**config.mk**
```make
export PLATFORM = sky130hd
export DESIGN_NAME = window_range_convergence_detector
export DESIGN_NICKNAME = d
export VERILOG_FILES = /design/src/sv/wrcd_pkg.sv /design/src/sv/window_range_convergence_detector.sv /design/src/sv/wrcd_lane.sv /design/src/sv/wrcd_merge.sv
export SDC_FILE = /design/constraint.sdc
export NUM_CORES = 2
export LEC_CHECK = 0
export BUFFER_PORTS_ARGS = -buffer_cell sky130_fd_sc_hd__buf_2
export CORE_ASPECT_RATIO = 0.9
export CORE_MARGIN = 2
export CORE_UTILIZATION = 65
export CTS_CLUSTER_DIAMETER = 30
export DETAILED_ROUTE_END_ITERATION = 8
export PLACE_DENSITY = 0.88
export RECOVER_POWER = 100
export SYNTH_ARGS = -nofsm -noshare
export SYNTH_HDL_FRONTEND = slang
export SYNTH_SLANG_ARGS = --single-unit
```
**constraint.sdc**
```tcl
create_clock -name i_clk -period 73.9 [get_ports i_clk]
set_input_delay 14.78 -clock i_clk [delete_from_list [all_inputs] [get_ports i_clk]]
set_output_delay 14.78 -clock i_clk [all_outputs]
set_load 0.005 [all_outputs]
```
**src/sv/wrcd_pkg.sv**
```systemverilog
`default_nettype none

package wrcd_pkg;

    localparam int unsigned C_WINDOW = 10;
    localparam logic [31:0] C_RESET_FILL = 32'd1048576000;
    localparam logic [31:0] C_THRESHOLD_RESET = 32'd1049;

    typedef struct packed {
        logic [31:0] var_x;
        logic [31:0] var_y;
        logic [31:0] var_z;
    } t_in;

    typedef struct packed {
        logic        converged;
        logic [31:0] range_x;
        logic [31:0] range_y;
        logic [31:0] range_z;
    } t_out;

    typedef struct packed {
        logic load;
        logic scan;
        logic first;
    } t_lane_ctl;

endpackage

`default_nettype wire

```
**src/sv/window_range_convergence_detector.sv**
```systemverilog
`default_nettype none
// Sliding-window range convergence detector.
// Input channel (i_in_valid / o_in_ready, payload i_in): one transfer carries
// x, y and z variance samples in unsigned Q12.20. Each sample replaces the
// oldest entry of its own WINDOW-deep window.
// Output channel (o_out_valid / i_out_ready, payload o_out): one transfer per
// input, carrying max - min of each window and a converged flag that is set
// when all three ranges are strictly below the threshold register.
// Configuration: i_cfg_we writes i_cfg_wdata into the threshold at once.
// Timing: three lanes work side by side. After a transfer in, each lane
// rotates its window once through a min/max comparator, one entry per
// cycle, and the output register is then loaded from the three ranges.
// A new input is taken only after the previous result has moved into
// the output register.
// Stall: the output register holds its result until taken. The next item
// may be accepted and scanned meanwhile; it then waits in the lanes until
// the output register frees up.
// Reset (i_rst_n low, synchronous): all window entries go to 1000.0, the
// threshold to 1049 (about 0.001), and both channels go empty.

module window_range_convergence_detector #(
    parameter int unsigned WINDOW = wrcd_pkg::C_WINDOW
) (
    input  wire logic           i_clk,
    input  wire logic           i_rst_n,
    input  wire logic           i_in_valid,
    output logic                o_in_ready,
    input  wire wrcd_pkg::t_in  i_in,
    output logic                o_out_valid,
    input  wire logic           i_out_ready,
    output wrcd_pkg::t_out      o_out,
    input  wire logic           i_cfg_we,
    input  wire logic [31:0]    i_cfg_wdata
);
    import wrcd_pkg::*;

    localparam int unsigned CW = $clog2(WINDOW);

    localparam logic [1:0] S_IDLE = 2'd0;
    localparam logic [1:0] S_SCAN = 2'd1;
    localparam logic [1:0] S_DONE = 2'd2;

    logic [1:0]    r_state;
    logic [1:0]    n_state;
    logic [CW-1:0] r_cnt;
    logic [CW-1:0] n_cnt;
    logic [31:0]   r_threshold;
    logic          w_accept;
    logic          w_out_load;
    t_lane_ctl     w_ctl;
    logic [31:0]   w_range_x;
    logic [31:0]   w_range_y;
    logic [31:0]   w_range_z;

    assign o_in_ready = (r_state == S_IDLE);
    assign w_accept   = i_in_valid && o_in_ready;
    // Move the result into the output register once it is empty or draining.
    assign w_out_load = (r_state == S_DONE) && (!o_out_valid || i_out_ready);

    assign w_ctl.load  = w_accept;
    assign w_ctl.scan  = (r_state == S_SCAN);
    assign w_ctl.first = (r_cnt == '0);

    always_comb begin
        n_state = r_state;
        n_cnt   = r_cnt;
        unique case (r_state)
            S_IDLE: begin
                n_cnt = '0;
                if (w_accept) begin
                    n_state = S_SCAN;
                end
            end
            S_SCAN: begin
                n_cnt = r_cnt + 1'b1;
                if (r_cnt == CW'(WINDOW - 1)) begin
                    n_state = S_DONE;
                    n_cnt   = '0;
                end
            end
            S_DONE: begin
                if (w_out_load) begin
                    n_state = S_IDLE;
                end
            end
            default: begin
                n_state = S_IDLE;
                n_cnt   = '0;
            end
        endcase
    end

    always_ff @(posedge i_clk) begin
        if (!i_rst_n) begin
            r_state <= S_IDLE;
            r_cnt   <= '0;
        end else begin
            r_state <= n_state;
            r_cnt   <= n_cnt;
        end
    end

    // Threshold register; written directly, no handshake.
    always_ff @(posedge i_clk) begin
        if (!i_rst_n) begin
            r_threshold <= C_THRESHOLD_RESET;
        end else if (i_cfg_we) begin
            r_threshold <= i_cfg_wdata;
        end
    end

    // One lane per axis.
    wrcd_lane #(.WINDOW(WINDOW)) u_lane_x (
        .i_clk    (i_clk),
        .i_rst_n  (i_rst_n),
        .i_ctl    (w_ctl),
        .i_sample (i_in.var_x),
        .o_range  (w_range_x)
    );

    wrcd_lane #(.WINDOW(WINDOW)) u_lane_y (
        .i_clk    (i_clk),
        .i_rst_n  (i_rst_n),
        .i_ctl    (w_ctl),
        .i_sample (i_in.var_y),
        .o_range  (w_range_y)
    );

    wrcd_lane #(.WINDOW(WINDOW)) u_lane_z (
        .i_clk    (i_clk),
        .i_rst_n  (i_rst_n),
        .i_ctl    (w_ctl),
        .i_sample (i_in.var_z),
        .o_range  (w_range_z)
    );

    // Combine the lane ranges against the threshold and hold the result.
    wrcd_merge u_merge (
        .i_clk       (i_clk),
        .i_rst_n     (i_rst_n),
        .i_load      (w_out_load),
        .i_threshold (r_threshold),
        .i_range_x   (w_range_x),
        .i_range_y   (w_range_y),
        .i_range_z   (w_range_z),
        .i_out_ready (i_out_ready),
        .o_out_valid (o_out_valid),
        .o_out       (o_out)
    );

endmodule

`default_nettype wire

```
**src/sv/wrcd_lane.sv**
```systemverilog
`default_nettype none

module wrcd_lane #(
    parameter int unsigned WINDOW = wrcd_pkg::C_WINDOW
) (
    input  wire logic               i_clk,
    input  wire logic               i_rst_n,
    input  wire wrcd_pkg::t_lane_ctl i_ctl,
    input  wire logic [31:0]        i_sample,
    output logic [31:0]             o_range
);
    import wrcd_pkg::*;

    logic [31:0] r_win [WINDOW];
    logic [31:0] r_min;
    logic [31:0] r_max;
    logic [31:0] w_head;

    assign w_head = r_win[WINDOW-1];

    // Shift in on load; rotate once per scan cycle so the head visits every tap.
    always_ff @(posedge i_clk) begin
        if (!i_rst_n) begin
            for (int k = 0; k < WINDOW; k++) begin
                r_win[k] <= C_RESET_FILL;
            end
        end else if (i_ctl.load) begin
            r_win[0] <= i_sample;
            for (int k = 1; k < WINDOW; k++) begin
                r_win[k] <= r_win[k-1];
            end
        end else if (i_ctl.scan) begin
            r_win[0] <= w_head;
            for (int k = 1; k < WINDOW; k++) begin
                r_win[k] <= r_win[k-1];
            end
        end
    end

    always_ff @(posedge i_clk) begin
        if (i_ctl.scan) begin
            if (i_ctl.first || w_head < r_min) begin
                r_min <= w_head;
            end
            if (i_ctl.first || w_head > r_max) begin
                r_max <= w_head;
            end
        end
    end

    assign o_range = r_max - r_min;

endmodule

`default_nettype wire

```
**src/sv/wrcd_merge.sv**
```systemverilog
`default_nettype none

module wrcd_merge (
    input  wire logic          i_clk,
    input  wire logic          i_rst_n,
    input  wire logic          i_load,
    input  wire logic [31:0]   i_threshold,
    input  wire logic [31:0]   i_range_x,
    input  wire logic [31:0]   i_range_y,
    input  wire logic [31:0]   i_range_z,
    input  wire logic          i_out_ready,
    output logic               o_out_valid,
    output wrcd_pkg::t_out     o_out
);
    import wrcd_pkg::*;

    logic r_valid;
    t_out r_out;

    always_ff @(posedge i_clk) begin
        if (!i_rst_n) begin
            r_valid <= 1'b0;
        end else if (i_load) begin
            r_valid <= 1'b1;
        end else if (i_out_ready) begin
            r_valid <= 1'b0;
        end
    end

    always_ff @(posedge i_clk) begin
        if (i_load) begin
            r_out.converged <= (i_range_x < i_threshold) && (i_range_y < i_threshold) &&
                               (i_range_z < i_threshold);
            r_out.range_x   <= i_range_x;
            r_out.range_y   <= i_range_y;
            r_out.range_z   <= i_range_z;
        end
    end

    assign o_out_valid = r_valid;
    assign o_out       = r_out;

endmodule

`default_nettype wire

```
==> impl_metrics.toml <==
[run_status]
status = "finished with violations"
violations = "capacitance limit, slew limit"

[placement]
port_buffers = 231
dp_hpwl_um = 87920
dpl.cell_count = 5557
routabilityCongestion = 0.9691

[clock_tree]
cts_buffers = 199
h-tree-depth = 4
cts_tree = "done"
cts_resized = 0
post_cts_buffers = 0
cts_hold_buf = 0
clockRootBuffer = "clkbuf_16"
cts_buffer_depth = 3
cts.sinks = 1288
clkSlewWorstSetupHoldPaths_ps = 60
clk_latency_ps = 820

[layout]
num-fill-cells = 4839
multi_input_area_um2 = 18090
area_delta_synth_final_pct = 15.55
final_cells = 5931
seq_area_um2 = 38290
final_net_count = 5117
drive_gt1_share_pct = 11.35

[timing]
final_max_slew_viol_count = 2356
finalClockSkew_ps = 67.81
rsz0062_at_grt = "no"
slew_headroom_pct = -571.9
tightest_slew_ps = 10080
finalCriticalPeriod_ps = 29300
finalSetupTns_ps = 0
hold_viol = 0
finalCritPeriodShare_pct = 39.65
fmax_mhz = 34.13
finalSetupViolCount = 0

[power]
p_leak_nw = 26.77
combPwrFrac_pct = 9.9
internal-power_mw = 1.522
swShare_pct = 25.72
ir_worst_vdd_mv = 0.02893
power.switching_uw = 527.2
p_per_area_nw_per_um2 = 30.58
clkPwrFrac_pct = 47.0
p_seq_share_pct = 43.2

[floorplan]
die_w_um = 318.9
io_pins = 232
num_rows = 103
die_height_um = 287.4
core_um2 = 88020
die_area_um2 = 91640
start_util_pct = 65.89

[global_routing]
grt_usage_pct = 30.25
grt_remaining_overflow = 0
grt_max_degree = 325
antenna_found_initial = 7
grt_pass1_vias = 35720
grt_pass1_wl_um = 207900

[min_path]
holdCritPathClass = "flop to flop"
min-delay-start = "u_lane_y.r_win[0][173]$_SDFFCE_PN0P_"
hold_depth = 1

[setup_path]
critPathCapture = "u_lane_x.r_win[0][84]$_SDFFCE_PN0P_"
critPathMaxStageDelay_ps = 6930
required_ps = 74550
crit_path_start_kind = "input pin"
r2r_slack_ps = 59680
worstPathArrival_ps = 29950
r2r-end = "u_lane_y.r_win[0][173]$_SDFFCE_PN0P_"
crit_type = "input pin to flop"
r2r_start = "r_state[0]$_SDFFE_PN0P_"
crit_chain = "buf_2 > clkbuf_1 > clkinvlp_2 > nor2_1 > clkbuf_1 > clkbuf_1 > and2_0"
worst_path_max_delay_cell = "clkbuf_1"
reg2reg_depth = 5
end_kind = "flop"
crit_top_cell = "clkbuf_1"
path_max_fanout = 324
critPathLaunch = "i_rst_n"

[run]
drv_cap = 28

[synth]
ys_types = 70
yosysWarnings = 0
ys_seq_area_share_pct = 66.02
synthCells = 4319
syn_avg_cell_area_um2 = 13.43
ys_ff_latch = 1288
synth_largest_area_cell = "edfxtp_1"
synth.top_cells.by_area = "edfxtp_1, ha_1, and2_1, a21oi_1, or3_1"
synth_ff_type = "edfxtp_1"
synth_nets = 4833
synth_edf_count = 1249
async_flop_share_pct = 0
synthesis.area_um2 = 58000
synth_top_area_share_pct = 64.67

[drt]
drtPass1Iterations = 6
via_per_inst = 6.074
num_vias = 36020
routedWlPerCell_um = 23.41
drt-total-wl_um = 138800
drc = 0
ant_nets = 0
drt_iter0_markers = 4235
-- worst min-delay path by stage --
| stage | slack (ps) | end |
|---|---|---|
| 6_report | 470 | u_lane_y.r_win[0][205]$_SDFFCE_PN0P_ |
| 5_1_grt | 500 | u_lane_y.r_win[0][77]$_SDFFCE_PN0P_ |
| 4_1_cts | 460 | u_lane_y.r_win[0][205]$_SDFFCE_PN0P_ |
| 3_5_place_dp | 490 | r_threshold[29]$_SDFFE_PN0P_ |
| 3_3_place_gp | 480 | r_threshold[8]$_SDFFE_PN0P_ |
| 2_1_floorplan | 450 | r_cnt[3]$_SDFFE_PN0N_ |
-- routing by layer --
layer  track usage [%]  routed length, µm  vias to the layer above
li1                  -                  -                    16250
met1             41.84              55840                    17730
met2             46.96              64460                     1704
met3             6.074              12710                      333
met4             13.71               5777                        6
met5                 0                 34                        -
-- state kept, by name, summed over array words and instances, names as in the netlist --
register	cells
u_lane_z.r_win	320
r_state	2
u_lane_z.r_min	32
u_lane_x.r_max	32
r_threshold	32
r_cnt	4
u_lane_y.r_win	320
u_lane_z.r_max	32
u_lane_y.r_max	32
u_lane_x.r_min	32
u_merge.o_out	97
u_lane_x.r_win	320
u_lane_y.r_min	32
u_merge.o_out_valid	1
-- critical path: cells and delay by family --
kind / cells / cell delay [ps]
and+or+nand+nor: 2 / 1050
buffers and inverters: 5 / 13760
-- stage by stage --
step | hold WS, ps | total power, mW | util [%] | worst slack, ps | instance area, µm²
after floorplan | 449.3 | 1.038 | - | 38450 | 58000
after global placement | 475.3 | 1.075 | 68.52 | 54550 | 60310
after detailed placement | 485.1 | 1.086 | 68.52 | 54470 | 60310
after CTS | 463.4 | 2.046 | 76.49 | 55300 | 67330
after global routing | 498.5 | 2.110 | 76.13 | 42910 | 67010
final | 471.0 | 2.050 | 76.14 | 44600 | 67020
-- placed cells by master (no fill, tap or decap), drive strengths merged, types with 53 or more instances in the layout --
cell / n
or3: 169
buf: 181
a21o: 140
nand2: 251
o21ai: 93
inv: 293
nand4: 53
edfxtp: 1249
and2: 709
clkbuf: 294
a21oi: 243
ha: 378
clkinv: 76
nor2: 104
nand3: 72
xnor2: 55
-- power by group through the flow --
| stage | clock network (mW) | registers [mW] | logic (mW) |
|---|---|---|---|
| after floorplan | 0 | 0.905 | 0.134 |
| after global placement | 0 | 0.889 | 0.186 |
| after detailed placement | 0 | 0.891 | 0.194 |
| after CTS | 0.968 | 0.879 | 0.199 |
| after global routing | 1.00 | 0.888 | 0.220 |
| final | 0.963 | 0.885 | 0.202 |
-- synthesized netlist by cell type, drive strengths merged (4+ instances only) --
library cell	n
edfxtp	1249
and2	709
ha	378
inv	256
nand2	251
a21oi	243
or3	169
clkbuf	165
a21o	140
nor2	104
o21ai	93
nand3	72
xnor2	55
nand4	53
dfxtp	39
xor2	31
mux2i	29
nand2b	27
nor2b	24
o21a	24
a211oi	18
nor3	18
o211ai	16
o21bai	15
a31oi	14
and3	12
buf	10
nor4	8
a221oi	7
and4	7
o221ai	7
a21boi	6
o31ai	6
a2111oi	5
or2	5
a311oi	4
a31o	4
nor3b	4
o22ai	4
o31a	4
or4	4
-- kinds of logic after synthesis --
family | share of synthesized area (%)
and+or+nand+nor | 14.20
DFF | 66.02
AOI/OAI and AO/OA | 6.923
buffers and inverters | 2.802
adders and majority gates | 8.258
xor gates and xnor gates | 1.299
muxes | 0.5005
-- cell type report --
type | count | area share (%)
multi-input combinational | 2599 | 26.99
timing repair buffer | 258 | 1.805
inverter | 257 | 1.441
antenna | 1 | 0.003734
sequential | 1288 | 57.13
clock buffer | 217 | 7.547
tap | 1155 | 2.156
clock inverter | 156 | 2.924
Power figures use the tool's default switching activity.
